==> src/rtl/kfs_pkg.sv <==
// Shared types, codes and helpers for the three-state Kalman filter.
// Used by kfs_ctrl, kfs_dp, kfs_div and scalar_kalman_filter_3state.
package kfs_pkg;

    localparam int DATA_W    = 32;
    localparam int COEF_W    = 16;
    localparam int COEF_BITS = 12;
    localparam int CFG_W     = 48;
    localparam int CFG_IDX_W = 3;
    localparam int R_W       = 40;
    localparam int ACC_W     = 66;
    localparam int SAT_W     = 68;

    typedef enum logic [CFG_IDX_W-1:0] {
        CFG_TRANS0 = 3'd0,
        CFG_TRANS1 = 3'd1,
        CFG_TRANS2 = 3'd2,
        CFG_QDIAG  = 3'd3,
        CFG_QOFF   = 3'd4,
        CFG_OBS    = 3'd5,
        CFG_MNOISE = 3'd6
    } cfg_idx_t;

    typedef enum logic [3:0] {
        PH_KC, PH_R, PH_DIV, PH_ACC, PH_XP, PH_DP, PH_X,
        PH_FV, PH_CK, PH_PC, PH_T, PH_P, PH_DONE
    } phase_t;

    typedef enum logic [2:0] {
        S_IDLE, S_MAC, S_DRAIN, S_DIV_GO, S_DIV_WAIT, S_ACC, S_FINISH
    } ctl_state_t;

    typedef struct packed {
        phase_t     phase;
        logic [1:0] i;
        logic [1:0] j;
        logic [1:0] k;
        logic       mul;
        logic       first;
        logic       last;
        logic       div_start;
        logic       load_in;
        logic       acc_step;
        logic       out_load;
    } cmd_t;

    typedef struct packed {
        logic div_done;
    } stat_t;

    typedef struct packed {
        logic       valid;
        logic       first;
        logic       last;
        phase_t     phase;
        logic [1:0] i;
        logic [1:0] j;
    } mac_tag_t;

    typedef struct packed {
        logic                     flag;
        logic signed [DATA_W-1:0] val;
    } sat_t;

    function automatic sat_t sat32(input logic signed [SAT_W-1:0] v);
        sat_t s;
        if (v > 68'sd2147483647) begin
            s.flag = 1'b1;
            s.val  = 32'sh7FFFFFFF;
        end else if (v < -68'sd2147483648) begin
            s.flag = 1'b1;
            s.val  = 32'sh80000000;
        end else begin
            s.flag = 1'b0;
            s.val  = v[DATA_W-1:0];
        end
        return s;
    endfunction

    function automatic logic signed [COEF_W-1:0] coef(input logic [CFG_W-1:0] r,
                                                      input logic [1:0] j);
        logic signed [COEF_W-1:0] c;
        case (j)
            2'd0:    c = r[15:0];
            2'd1:    c = r[31:16];
            default: c = r[47:32];
        endcase
        return c;
    endfunction

    function automatic logic [3:0] idx3(input logic [1:0] row, input logic [1:0] col);
        return {2'b00, row} * 4'd3 + {2'b00, col};
    endfunction

    // Loop bounds (last index) of each multiply-accumulate phase.
    function automatic logic [1:0] imax(input phase_t ph);
        logic [1:0] m;
        case (ph)
            PH_KC, PH_XP, PH_X, PH_PC, PH_T, PH_P: m = 2'd2;
            default:                               m = 2'd0;
        endcase
        return m;
    endfunction

    function automatic logic [1:0] jmax(input phase_t ph);
        logic [1:0] m;
        case (ph)
            PH_CK, PH_PC, PH_T, PH_P: m = 2'd2;
            default:                  m = 2'd0;
        endcase
        return m;
    endfunction

    function automatic logic [1:0] kmax(input phase_t ph);
        logic [1:0] m;
        case (ph)
            PH_X, PH_PC: m = 2'd0;
            default:     m = 2'd2;
        endcase
        return m;
    endfunction

    function automatic phase_t next_phase(input phase_t ph);
        phase_t n;
        case (ph)
            PH_KC:   n = PH_R;
            PH_R:    n = PH_DIV;
            PH_DIV:  n = PH_ACC;
            PH_ACC:  n = PH_XP;
            PH_XP:   n = PH_DP;
            PH_DP:   n = PH_X;
            PH_X:    n = PH_FV;
            PH_FV:   n = PH_CK;
            PH_CK:   n = PH_PC;
            PH_PC:   n = PH_T;
            PH_T:    n = PH_P;
            default: n = PH_DONE;
        endcase
        return n;
    endfunction

endpackage

==> src/rtl/kfs_ctrl.sv <==
// Step sequencer: walks the filter phases and their index loops, drives the datapath.
// Depends on kfs_pkg.
module kfs_ctrl (
    input  logic           clk,
    input  logic           rst_n,
    input  logic           in_valid,
    output logic           in_ready,
    output logic           out_valid,
    input  logic           out_ready,
    input  kfs_pkg::stat_t stat,
    output kfs_pkg::cmd_t  cmd
);
    kfs_pkg::ctl_state_t state_reg, state_next;
    kfs_pkg::phase_t     phase_reg, phase_next;
    logic [1:0] i_reg, i_next, j_reg, j_next, k_reg, k_next;
    logic       dcnt_reg, dcnt_next;
    logic       out_valid_reg, out_valid_next;
    kfs_pkg::phase_t np;

    always_ff @(posedge clk or negedge rst_n)
    begin
        if (!rst_n)
        begin
            state_reg     <= kfs_pkg::S_IDLE;
            phase_reg     <= kfs_pkg::PH_KC;
            i_reg         <= '0;
            j_reg         <= '0;
            k_reg         <= '0;
            dcnt_reg      <= 1'b0;
            out_valid_reg <= 1'b0;
        end else begin
            state_reg     <= state_next;
            phase_reg     <= phase_next;
            i_reg         <= i_next;
            j_reg         <= j_next;
            k_reg         <= k_next;
            dcnt_reg      <= dcnt_next;
            out_valid_reg <= out_valid_next;
        end
    end

    always_comb
    begin
        state_next    = state_reg;
        phase_next    = phase_reg;
        i_next        = i_reg;
        j_next        = j_reg;
        k_next        = k_reg;
        dcnt_next     = dcnt_reg;
        in_ready      = 1'b0;
        np            = kfs_pkg::next_phase(phase_reg);
        cmd           = '0;
        cmd.phase     = phase_reg;
        cmd.i         = i_reg;
        cmd.j         = j_reg;
        cmd.k         = k_reg;
        case (state_reg)
            kfs_pkg::S_IDLE:
            begin
                in_ready = 1'b1;
                if (in_valid)
                begin
                    cmd.load_in = 1'b1;
                    phase_next  = kfs_pkg::PH_KC;
                    i_next      = '0;
                    j_next      = '0;
                    k_next      = '0;
                    state_next  = kfs_pkg::S_MAC;
                end
            end
            kfs_pkg::S_MAC:
            begin
                cmd.mul   = 1'b1;
                cmd.first = (k_reg == 2'd0);
                cmd.last  = (k_reg == kfs_pkg::kmax(phase_reg));
                if (k_reg == kfs_pkg::kmax(phase_reg))
                begin
                    k_next = '0;
                    if (j_reg == kfs_pkg::jmax(phase_reg))
                    begin
                        j_next = '0;
                        if (i_reg == kfs_pkg::imax(phase_reg))
                        begin
                            i_next     = '0;
                            dcnt_next  = 1'b0;
                            state_next = kfs_pkg::S_DRAIN;
                        end else begin
                            i_next = i_reg + 2'd1;
                        end
                    end else begin
                        j_next = j_reg + 2'd1;
                    end
                end else begin
                    k_next = k_reg + 2'd1;
                end
            end
            kfs_pkg::S_DRAIN:
            begin
                // wait here until the last sum reaches its register
                dcnt_next = 1'b1;
                if (dcnt_reg)
                begin
                    phase_next = np;
                    if (np == kfs_pkg::PH_DIV)
                    begin
                        state_next = kfs_pkg::S_DIV_GO;
                    end else if (np == kfs_pkg::PH_DONE)
                    begin
                        state_next = kfs_pkg::S_FINISH;
                    end else begin
                        state_next = kfs_pkg::S_MAC;
                    end
                end
            end
            kfs_pkg::S_DIV_GO:
            begin
                cmd.div_start = 1'b1;
                state_next    = kfs_pkg::S_DIV_WAIT;
            end
            kfs_pkg::S_DIV_WAIT:
            begin
                if (stat.div_done)
                begin
                    if (i_reg == 2'd2)
                    begin
                        i_next     = '0;
                        phase_next = kfs_pkg::PH_ACC;
                        state_next = kfs_pkg::S_ACC;
                    end else begin
                        i_next     = i_reg + 2'd1;
                        state_next = kfs_pkg::S_DIV_GO;
                    end
                end
            end
            kfs_pkg::S_ACC:
            begin
                cmd.acc_step = 1'b1;
                phase_next   = kfs_pkg::PH_XP;
                state_next   = kfs_pkg::S_MAC;
            end
            kfs_pkg::S_FINISH:
            begin
                if (!out_valid_reg || out_ready)
                begin
                    cmd.out_load = 1'b1;
                    state_next   = kfs_pkg::S_IDLE;
                end
            end
            default:
            begin
                state_next = kfs_pkg::S_IDLE;
            end
        endcase
        out_valid_next = cmd.out_load ? 1'b1 : (out_ready ? 1'b0 : out_valid_reg);
    end

    assign out_valid = out_valid_reg;

endmodule

==> config.mk <==
export PLATFORM = sky130hd
export DESIGN_NAME = kfs_ctrl
export DESIGN_NICKNAME = d
export VERILOG_FILES = /design/src/rtl/kfs_pkg.sv /design/src/rtl/kfs_ctrl.sv
export SDC_FILE = /design/constraint.sdc
export NUM_CORES = 1
export LEC_CHECK = 0
export BUFFER_PORTS_ARGS = -buffer_cell sky130_fd_sc_hd__buf_2
export CORE_ASPECT_RATIO = 1.25
export CORE_MARGIN = 10
export CORE_UTILIZATION = 38
export DETAILED_ROUTE_END_ITERATION = 10
export HOLD_SLACK_MARGIN = 0.05
export PLACE_DENSITY_LB_ADDON = 0.25
export SLEW_MARGIN = 20
export SYNTH_ARGS = -nofsm -noshare
export SYNTH_HDL_FRONTEND = slang
export SYNTH_SLANG_ARGS = --single-unit
==> constraint.sdc <==
create_clock -name clk -period 5.3 [get_ports clk]
set_input_delay 1.59 -clock clk [delete_from_list [all_inputs] [get_ports clk]]
set_output_delay 1.59 -clock clk [all_outputs]
set_load 0.01 [all_outputs]
Word-level counts from Yosys, hierarchy flattened:

Memories as Yosys holds them, arrays and structs flattened.
Cells that the tools add are included.

* register bits: 15
* memory bits (read-only): 64
* input bits: 5
* output and inout bits: 19
* logic and storage cells: 107
* memories kept: 1

* add/sub/neg operators: 3
* eq/ne operators: 26
* mux-type cells: 51
* reduce and logical (&&, ||, !) cells: 19

Memory list
* (name not given): words 16, bits a word 4, rd ports 1, clocked after Yosys merged registers in 0, wr ports 0, line kfs_pkg.sv:125 `case (ph)`

Operators by type and width (count)
* 2-to-1 mux 2 bit: 18
* 2-to-1 mux 3 bit: 11
* case mux 3 bit (7 select lines): 1
* == test 4 bit, second input constant: 5
* 2-to-1 mux 4 bit: 4
* inequality test 2 bit, second input constant: 8
* case mux 4 bit (4 select lines): 1
* 2-to-1 mux 1 bit: 12
* AND reduction 5 bit: 2
* == test 3 bit, second input constant: 3
* == test 4 x 3 -> 1 bit, second input constant: 2
* case mux 2 bit (2 select lines): 2
* AND reduction 7 bit: 1
* adder 2 x 1 -> 2 bit, second input constant: 3
* == test 2 bit: 3
* == test 3 x 2 -> 1 bit, second input constant: 2
* case mux 2 bit (3 select lines): 1
* nonzero test 2 bit: 3
* OR reduction 6 bit: 1
* == test 4 x 2 -> 1 bit, second input constant: 1
* zero test 4 bit: 1
* AND reduction 4 bit: 1
* nonzero test 4 bit: 1
* OR reduction 4 bit: 1
* other kinds (11): 11

Longest topological paths before layout:

Gate-level depths: netlist of the first run.

* word-level depth: 16
* gate-level depth with buffers: 8
* gate-level depth less buffers: 8

Least setup slack after synthesis of the first run:

No wires, ideal clock.

* path kind: input port to output port
* from: input port out_ready
* to: output port cmd[0] in the netlist's numbering
* data arrival time: 1.990 ns
* slack: 1.720 ns
* stages on the path: 3
* path buffers: 1
* path through: nand2b_1 > nor2b_1 > buf_4

RTL lines
* start: declaration: line kfs_ctrl.sv:9 `input logic out_ready,`
* end: declaration: line kfs_ctrl.sv:11 `output kfs_pkg::cmd_t cmd`

==> qor.yml, run 1 <==
critical_path:
  r2r-start: "phase_reg[0]"
  startpoint_type: "input pin"
  crit_type: "in2out"
  worstPathArrival_ns: 2.11
  endpoint_kind: "output port"
  cp.required_ns: 3.71
  rrSetupSlack_ns: 2.88
  crit_path_start: "out_ready"
  cp_max_fo: 3
timing:
  final.setup.worst_slack_ns: 1.60
  worstMarginPinSlew_ns: 0.607
  whs_ns: 0.526
  setup_viol: 0
  report.final.slew_viol_count: 0
  finalHoldViolations: 0
  rsz0062_at_grt: "no"
  fin_skew_ns: 0.00162
  fin_setup_tns_ns: 0
  fmax_ghz: 0.271
  maxSlewHeadroom_pct: 59.4
  fin_crit_ns: 3.70
  finalCritPeriodShare_pct: 69.7
finish:
  fin_area_um2: 1360
  syn_to_final_growth_pct: 11.7
  ff_latch_area_um2: 375
  utilization_pct: 45.5
  antenna_cells: 0
  stdcell_count: 198
  final_nets: 177
  multi_input_area_um2: 767
  nFillCells: 293
  drive_gt1_share_pct: 21.6
  largest_register_ffs: 4
synthesis:
  synth_cell_types: 45
  synth_edf_count: 0
  synth_ff_type: "dfrtp_1"
  seq_area_frac_synth_pct: 30.7
  syn_inst: 142
  async_flop_share_pct: 100
  yosys_register_bits: 15
  syn_area_um2: 1220
  avgSynthCellArea_um2: 8.60
  synth_nets: 156
  yosys_warnings: 0
place:
  place.detailed.hpwl_mm: 2.21
  gp_routability_congestion: 0.776
  place_inst: 194
  post_dp_cell_area_um2: 1340
  port_buffers: 23
  place_ws_ns: 1.60
floorplanning:
  start_util_pct: 40.7
  coreArea_um2: 3000
  rows: 22
  die_area_um2: 5900
  die_w_um: 70.7
  fp.dieH_um: 83.4
  pin_count: 24
clocking:
  hold_buffers: 0
  cts_sinks: 15
  ctsLongestPathBuffers: 2
  root_buffer: "clkbuf_4"
  cts-htree-levels: 1
  cts_made_buffers: 3
  clk_pin_slew_ns: 0.10
  cts_tree: "yes"
  cts.repair.resized: 0
  postCtsSetupBuffers: 0
  clk_latency_ns: 0.29
route:
  routedWlPerCell_um: 14.3
  ant_nets: 0
  wirelength_mm: 2.83
  vias: 1082
  drt_iter0_markers: 39
  viasPerCell: 5.46
  drc: 0
  first_pass_iters: 4
worst_hold_path:
  min_from: "j_reg[1]"
  min_path_type: "reg2reg"
global_route:
  antenna_found_initial: 0
  grt_max_degree: 18
  grt_pass1_vias: 1034
  grt-ovfl-total: 0
  track_usage_pct: 9.32
  grt_first_pass_wirelength_mm: 4.74
pwr:
  total_power_uw: 768
  p_per_area_nw_per_um2: 563
  p_leak_nw: 0.657
  ir_drop_mv: 0.240
job:
  maxCapViolCount: 0
outcome:
  outcome: "complete, no violations"
==> final cells by class <==
| type | count | area share [%] |
|---|---|---|
| multi-input cells | 111 | 56.2 |
| repair buffers | 23 | 8.44 |
| well taps | 36 | 3.30 |
| flip-flops and latches | 15 | 27.5 |
| clock inverters | 1 | 0.367 |
| inverters | 9 | 2.48 |
| clock buffers | 3 | 1.65 |
==> cells in the final DEF, fill, tap and decap left out, types with 4 or more instances in the layout <==
cell type	count
a21oi_1	4
a31oi_1	4
buf_2	23
dfrtp_1	15
ha_1	9
inv_1	8
nand2_1	15
nand2b_1	6
nor2_1	15
o21ai_0	8
o31ai_1	4
==> worst max-delay path, cell delays in order <==
cell and delay, ns:
buf_2 0.09, nand2b_1 0.16, nor2b_1 0.13, buf_2 0.13
==> power by group <==
group,switching (mW),internal [mW]
sequential,0.0760,0.153
combinational,0.265,0.204
clock,0.0423,0.0281
total,0.383,0.385
==> path summary, 6_finish.rpt <==
path                                end  cells after the start
setup reg to reg           state_reg[1]                      8
min in group asynchronous  state_reg[2]                      1
hold reg to reg                j_reg[1]                      1
hold / removal                 j_reg[1]                      1
max in group asynchronous  phase_reg[2]                      1
setup / recovery                 cmd[0]                      4
==> per-layer routing <==
layer  vias up  wire, um  global-route usage [%]
met5         -         0                       0
met4         0        42                    3.51
met3         6        82                    2.02
met2        20      1390                    15.8
met1       515      1320                    10.9
li1        541         -                       -
==> logic make-up after synthesis <==
kind of cell | Yosys count | share of synthesized area [%]
compound gates | 38 | 23.1
xor+xnor | 3 | 2.15
fa+ha+maj | 9 | 9.22
buf+inv | 16 | 6.45
flops | 15 | 30.7
mux | 5 | 4.30
simple gates | 56 | 24.1
==> Yosys cell counts, types with 2 or more instances <==
cell type  instances  area [um^2]
a21oi_1            4         20.0
a31oi_1            4         25.0
and2_1             3         18.8
buf_6              2         22.5
clkbuf_1           4         15.0
dfrtp_1           15          375
ha_1               9          113
inv_1              8         30.0
mux2_1             2         22.5
mux2i_1            3         30.0
nand2_1           15         56.3
nand2b_1           6         37.5
nor2_1            15         56.3
nor2b_1            3         18.8
nor3_1             3         15.0
o21ai_0            8         40.0
o22a_1             3         26.3
o22ai_1            3         18.8
o31a_1             2         17.5
o31ai_1            4         30.0
xnor2_1            2         17.5
(Power assumes the default switching activity.)
==> run 2, diff against run 1 <==
Clock period 5.3 ns to 3.4 ns, I/O delays scaled along.
==> qor.yml, run 2 (same netlist as run 1, synthesis figures left out) <==
clocking:
  postCtsSetupBuffers: 0  # unchanged
  cts-htree-levels: 1  # unchanged
  clk_latency_ns: 0.29  # about the same
  hold_buffers: 0  # unchanged
  cts_sinks: 15  # unchanged
  cts_made_buffers: 3  # unchanged
  ctsLongestPathBuffers: 2  # unchanged
  clk_pin_slew_ns: 0.11  # about the same
  cts.repair.resized: 0  # unchanged
  root_buffer: "clkbuf_4"
  cts_tree: "yes"
critical_path:
  path_cells: "inv_1, ha_1, nand2_2, a2bb2oi_4, mux2i_1, nor2_1, buf_2"
  worstPathArrival_ns: 1.95  # -0.16 ns
  cp_max_fo: 7  # +4
  critical_path.top_delay_family: "flip-flops"
  startpoint_type: "flip-flop"
  cp.required_ns: 2.38  # -1.33 ns
  crit_type: "reg2out"
  endpoint_kind: "output port"
  crit_slowest_cell: "dfrtp_1"
  path_buf_inv: 2  # unchanged
  cp_slowest_stage_delay_ns: 0.47  # +0.31 ns
pwr:
  p_leak_nw: 0.657  # unchanged
  p_per_area_nw_per_um2: 887  # +57%
  ir_drop_mv: 0.377  # +57%
route:
  first_pass_iters: 4  # unchanged
  wirelength_mm: 3.00  # +6.0%
  routedWlPerCell_um: 15.1  # +6.0%
  viasPerCell: 5.54  # +1.3%
  drc: 0  # unchanged
  ant_nets: 0  # unchanged
  drt_iter0_markers: 48  # +23%
  vias: 1096  # +1.3%
timing:
  maxSlewHeadroom_pct: 60.1  # +0.71 points
  fin_crit_ns: 2.97
  finalHoldViolations: 0  # unchanged
  finalCritPeriodShare_pct: 87.4
  setup_viol: 0  # unchanged
  fmax_ghz: 0.336
  rsz0062_at_grt: "no"
  fin_skew_ns: 0.00835  # +0.00673 ns
  fin_setup_tns_ns: 0  # unchanged
  worstMarginPinSlew_ns: 0.596  # -0.0106 ns
  whs_ns: 0.520  # -0.00553 ns
  report.final.slew_viol_count: 0  # unchanged
finish:
  fin_area_um2: 1360  # unchanged
  final_nets: 177  # unchanged
  final_cell_mix: "buf_2, nor2_1, nand2_1, dfrtp_1, ha_1"
  nFillCells: 304  # +3.8%
  utilization_pct: 45.5  # unchanged
  final_common_cell: "buf_2"
  syn_to_final_growth_pct: 11.7  # unchanged
  antenna_cells: 0  # unchanged
  drive_gt1_share_pct: 21.6  # unchanged
  largest_register_ffs: 4  # unchanged
job:
  maxCapViolCount: 0  # unchanged
place:
  place.detailed.hpwl_mm: 2.31  # +4.6%
  gp_routability_congestion: 0.800  # +3.0%
  post_dp_cell_area_um2: 1340  # unchanged
  port_buffers: 23  # unchanged
outcome:
  outcome: "complete, no violations"
global_route:
  grt_pass1_vias: 1022  # -1.2%
  grt_max_degree: 18  # unchanged
  grt-ovfl-total: 0  # unchanged
  antenna_found_initial: 0  # unchanged
  grt_first_pass_wirelength_mm: 4.95  # +4.4%
  track_usage_pct: 9.87  # +0.55 points
floorplanning:
  fp.dieH_um: 83.4  # unchanged
  rows: 22  # unchanged
  pin_count: 24  # unchanged
  start_util_pct: 40.7  # unchanged
  die_area_um2: 5900  # unchanged
  coreArea_um2: 3000  # unchanged
  die_w_um: 70.7  # unchanged
worst_hold_path:
  min_path_type: "reg2reg"
run 2: routing by layer:
layer | GRT usage (%) | vias to the layer above | part of all wire [%] | wire length [um]
met5 | 0 | - | 0 | 0
met4 | 3.69 | 0 | 0.80 | 24
met3 | 1.90 | 2 | 5.0 | 149
met2 | 16.7 | 29 | 49 | 1480
met1 | 11.7 | 517 | 45 | 1340
li1 | - | 548 | - | -
run 2: area by class of cell:
cell class / instances / area, um^2 / share of cell area [%]
clock buffer: 3 / 22.5 / 1.65
multi-input combinational: 111 / 767 / 56.2
clock inverter: 1 / 5.00 / 0.367
tap: 36 / 45.0 / 3.30
sequential: 15 / 375 / 27.5
timing repair buffer: 23 / 115 / 8.44
inverter: 9 / 33.8 / 2.48
run 2: tightest hold or removal path, stage by stage (launching register included):
cell	delay, ns
dfrtp_1	0.36
o41ai_1	0.07
nand2_1	0.05
run 2: worst paths after layout:
| path | start | to | slack [ns] | cells after the start |
|---|---|---|---|---|
| worst max register to register | phase_reg[0] | state_reg[2] | 0.96 | 8 |
| min in group asynchronous | rst_n | state_reg[2] | 0.63 | 1 |
| worst min register to register | dcnt_reg | dcnt_reg | 0.52 | 2 |
| max in group asynchronous | rst_n | k_reg[1] | 2.50 | 1 |
| worst min-delay path | dcnt_reg | dcnt_reg | 0.52 | 2 |
| worst max-delay path | phase_reg[0] | cmd[4] | 0.43 | 7 |
run 2: power by group:
group          switching [mW]  internal [mW]
combinational           0.426          0.319
sequential              0.119          0.238
clock                  0.0641         0.0437
run 2: through the flow:
stage / instances / setup WS (ns) / total power, mW
6_report: 198 / 0.427 / 1.21
4_1_cts: 198 / 0.413 / 1.23
5_1_grt: 198 / 0.277 / 1.33
3_3_place_gp: 194 / 0.814 / 1.09
2_1_floorplan: 142 / 0.926 / 0.866
3_5_place_dp: 194 / 0.753 / 1.11
==> run 3, diff against run 2 <==
Settings changed: BUFFER_PORTS_ARGS -buffer_cell sky130_fd_sc_hd__buf_2 to -buffer_cell sky130_fd_sc_hd__buf_4.
==> qor.yml, run 3 (same netlist as run 1, synthesis figures left out) <==
global_route:
  grt_first_pass_wirelength_mm: 5.01  # +1.3%
  antenna_found_initial: 0  # unchanged
  grt-ovfl-total: 0  # unchanged
  grtUsageMet1_pct: 11.3  # -0.41 points
  grt_max_degree: 18  # unchanged
  track_usage_pct: 9.96  # +0.090 points
  gr-usage-met2_pct: 16.3  # -0.40 points
  grt_util_met3_pct: 3.21  # +1.3 points
  grt.busiest_layer: "met2"
  grt_pass1_vias: 1060  # +3.7%
clocking:
  cts_made_buffers: 3  # unchanged
  cts_sinks: 15  # unchanged
  clk_latency_ns: 0.28  # about the same
  postCtsSetupBuffers: 0  # unchanged
  cts-htree-levels: 1  # unchanged
  root_buffer: "clkbuf_4"
  clk_pin_slew_ns: 0.10  # about the same
  ctsLongestPathBuffers: 2  # unchanged
  cts.repair.resized: 0  # unchanged
  cts_tree: "yes"
  hold_buffers: 0  # unchanged
critical_path:
  endpoint_kind: "output port"
  crit_slowest_cell: "dfrtp_1"
  worstPathArrival_ns: 1.94  # about the same
  path_cells: "inv_1, ha_1, nand2_2, a2bb2oi_4, mux2i_1, nor2_1, buf_4"
  crit_type: "reg2out"
  rr_worst_depth: 8  # unchanged
  cp_slowest_stage_delay_ns: 0.47  # about the same
  cp.required_ns: 2.38  # about the same
  startpoint_type: "flip-flop"
  cp_max_fo: 7  # unchanged
timing:
  maxSlewHeadroom_pct: 60.2  # +0.12 points
  finalHoldViolations: 0  # unchanged
  setup_viol: 0  # unchanged
  fmax_ghz: 0.337  # +0.30%
  worstMarginPinSlew_ns: 0.596  # -0.000404 ns
  report.final.slew_viol_count: 0  # unchanged
  fin_skew_ns: 0.00122  # -0.00713 ns
  fin_crit_ns: 2.96  # -0.00891 ns
  rsz0062_at_grt: "no"
  finalCritPeriodShare_pct: 87.2  # -0.26 points
  fin_setup_tns_ns: 0  # unchanged
place:
  post_dp_cell_area_um2: 1390  # +4.3%
  gp_routability_congestion: 0.801  # +0.19%
  place.detailed.hpwl_mm: 2.29  # -1.1%
  port_buffers: 23  # unchanged
finish:
  drive_gt1_share_pct: 21.6  # unchanged
  fin_area_um2: 1420  # +4.2%
  antenna_cells: 0  # unchanged
  syn_to_final_growth_pct: 16.4
  final_common_cell: "buf_4"
  final_nets: 177  # unchanged
  largest_register_ffs: 4  # unchanged
  final_cell_mix: "buf_4, nor2_1, nand2_1, dfrtp_1, ha_1"
floorplanning:
  rows: 22  # unchanged
  die_area_um2: 5900  # unchanged
  fp.dieH_um: 83.4  # unchanged
  die_w_um: 70.7  # unchanged
  start_util_pct: 40.7  # unchanged
  coreArea_um2: 3000  # unchanged
  pin_count: 24  # unchanged
route:
  vias: 1068  # -2.6%
  routedWlPerCell_um: 14.5  # -4.2%
  viasPerCell: 5.39  # -2.6%
  wirelength_mm: 2.87  # -4.2%
  ant_nets: 0  # unchanged
  drt_iter0_markers: 30  # -38%
  first_pass_iters: 7  # +3
  drc: 0  # unchanged
outcome:
  outcome: "complete, no violations"
pwr:
  p_leak_nw: 0.663  # +0.91%
  pwr-share-clk_pct: 8.5  # -0.4 points
  pwr-share-seq_pct: 28.8  # -0.7 points
  p_sw_uw: 598  # -1.8%
  ir_drop_mv: 0.397  # +5.4%
  p_per_area_nw_per_um2: 869  # -1.9%
  p_comb_share_pct: 62.7  # +1.2 points
  total_power_mw: 1.24  # +2.2%
  p_int_uw: 638  # +6.3%
  switching_share_pct: 48.4  # -2.0 points
worst_hold_path:
  min_path_type: "reg2reg"
  holdPathStages: 2  # unchanged
job:
  maxCapViolCount: 0  # unchanged
==> run 3: layout make-up <==
class / count / area, um^2
multi-input combinational: 111 / 767
clock buffer: 3 / 22.5
clock inverter: 1 / 5.00
inverter: 9 / 33.8
tap: 36 / 45.0
fill: 297 / 1580
timing repair buffer: 23 / 173
sequential: 15 / 375
==> run 3: power groups by stage <==
stage	clock [mW]	combinational (mW)	sequential [mW]
floorplan	0	0.569	0.297
global placement	0	0.772	0.355
detailed placement	0	0.786	0.359
CTS	0.111	0.788	0.356
global route	0.120	0.886	0.374
finish	0.105	0.775	0.356
==> run 3: path summary, 6_finish.rpt <==
| kind | from | end | slack [ns] |
|---|---|---|---|
| max reg2reg | phase_reg[0] | state_reg[1] | 1.02 |
| max in group asynchronous | rst_n | phase_reg[2] | 2.64 |
| min in group asynchronous | rst_n | state_reg[0] | 0.58 |
| min reg2reg | dcnt_reg | dcnt_reg | 0.52 |
| min | dcnt_reg | dcnt_reg | 0.52 |
| max | phase_reg[0] | cmd[4] | 0.44 |
==> run 3: critical path, delay by kind of cell, from the launching register on <==
family | cells | cell delay [ns]
compound gates | 1 | 0.16
flops | 1 | 0.47
fa+ha+maj | 1 | 0.25
simple gates | 2 | 0.17
buf+inv | 2 | 0.27
mux | 1 | 0.34
==> run 3: through the flow <==
| stage | hold slack (ns) | instances | utilization (%) | worst slack, ns |
|---|---|---|---|---|
| 2_1_floorplan | 0.460 | 142 | - | 0.926 |
| 3_5_place_dp | 0.495 | 194 | 46.5 | 0.729 |
| 4_1_cts | 0.521 | 198 | 47.4 | 0.401 |
| 3_3_place_gp | 0.497 | 194 | 46.5 | 0.798 |
| 5_1_grt | 0.559 | 198 | 47.4 | 0.234 |
| 6_report | 0.518 | 198 | 47.4 | 0.436 |
==> run 3: metal layers <==
metal	vias to the layer above	part of all wire, %
met3	4	5.5
met1	505	43
li1	541	-
met5	-	0
met4	0	1.5
met2	18	50
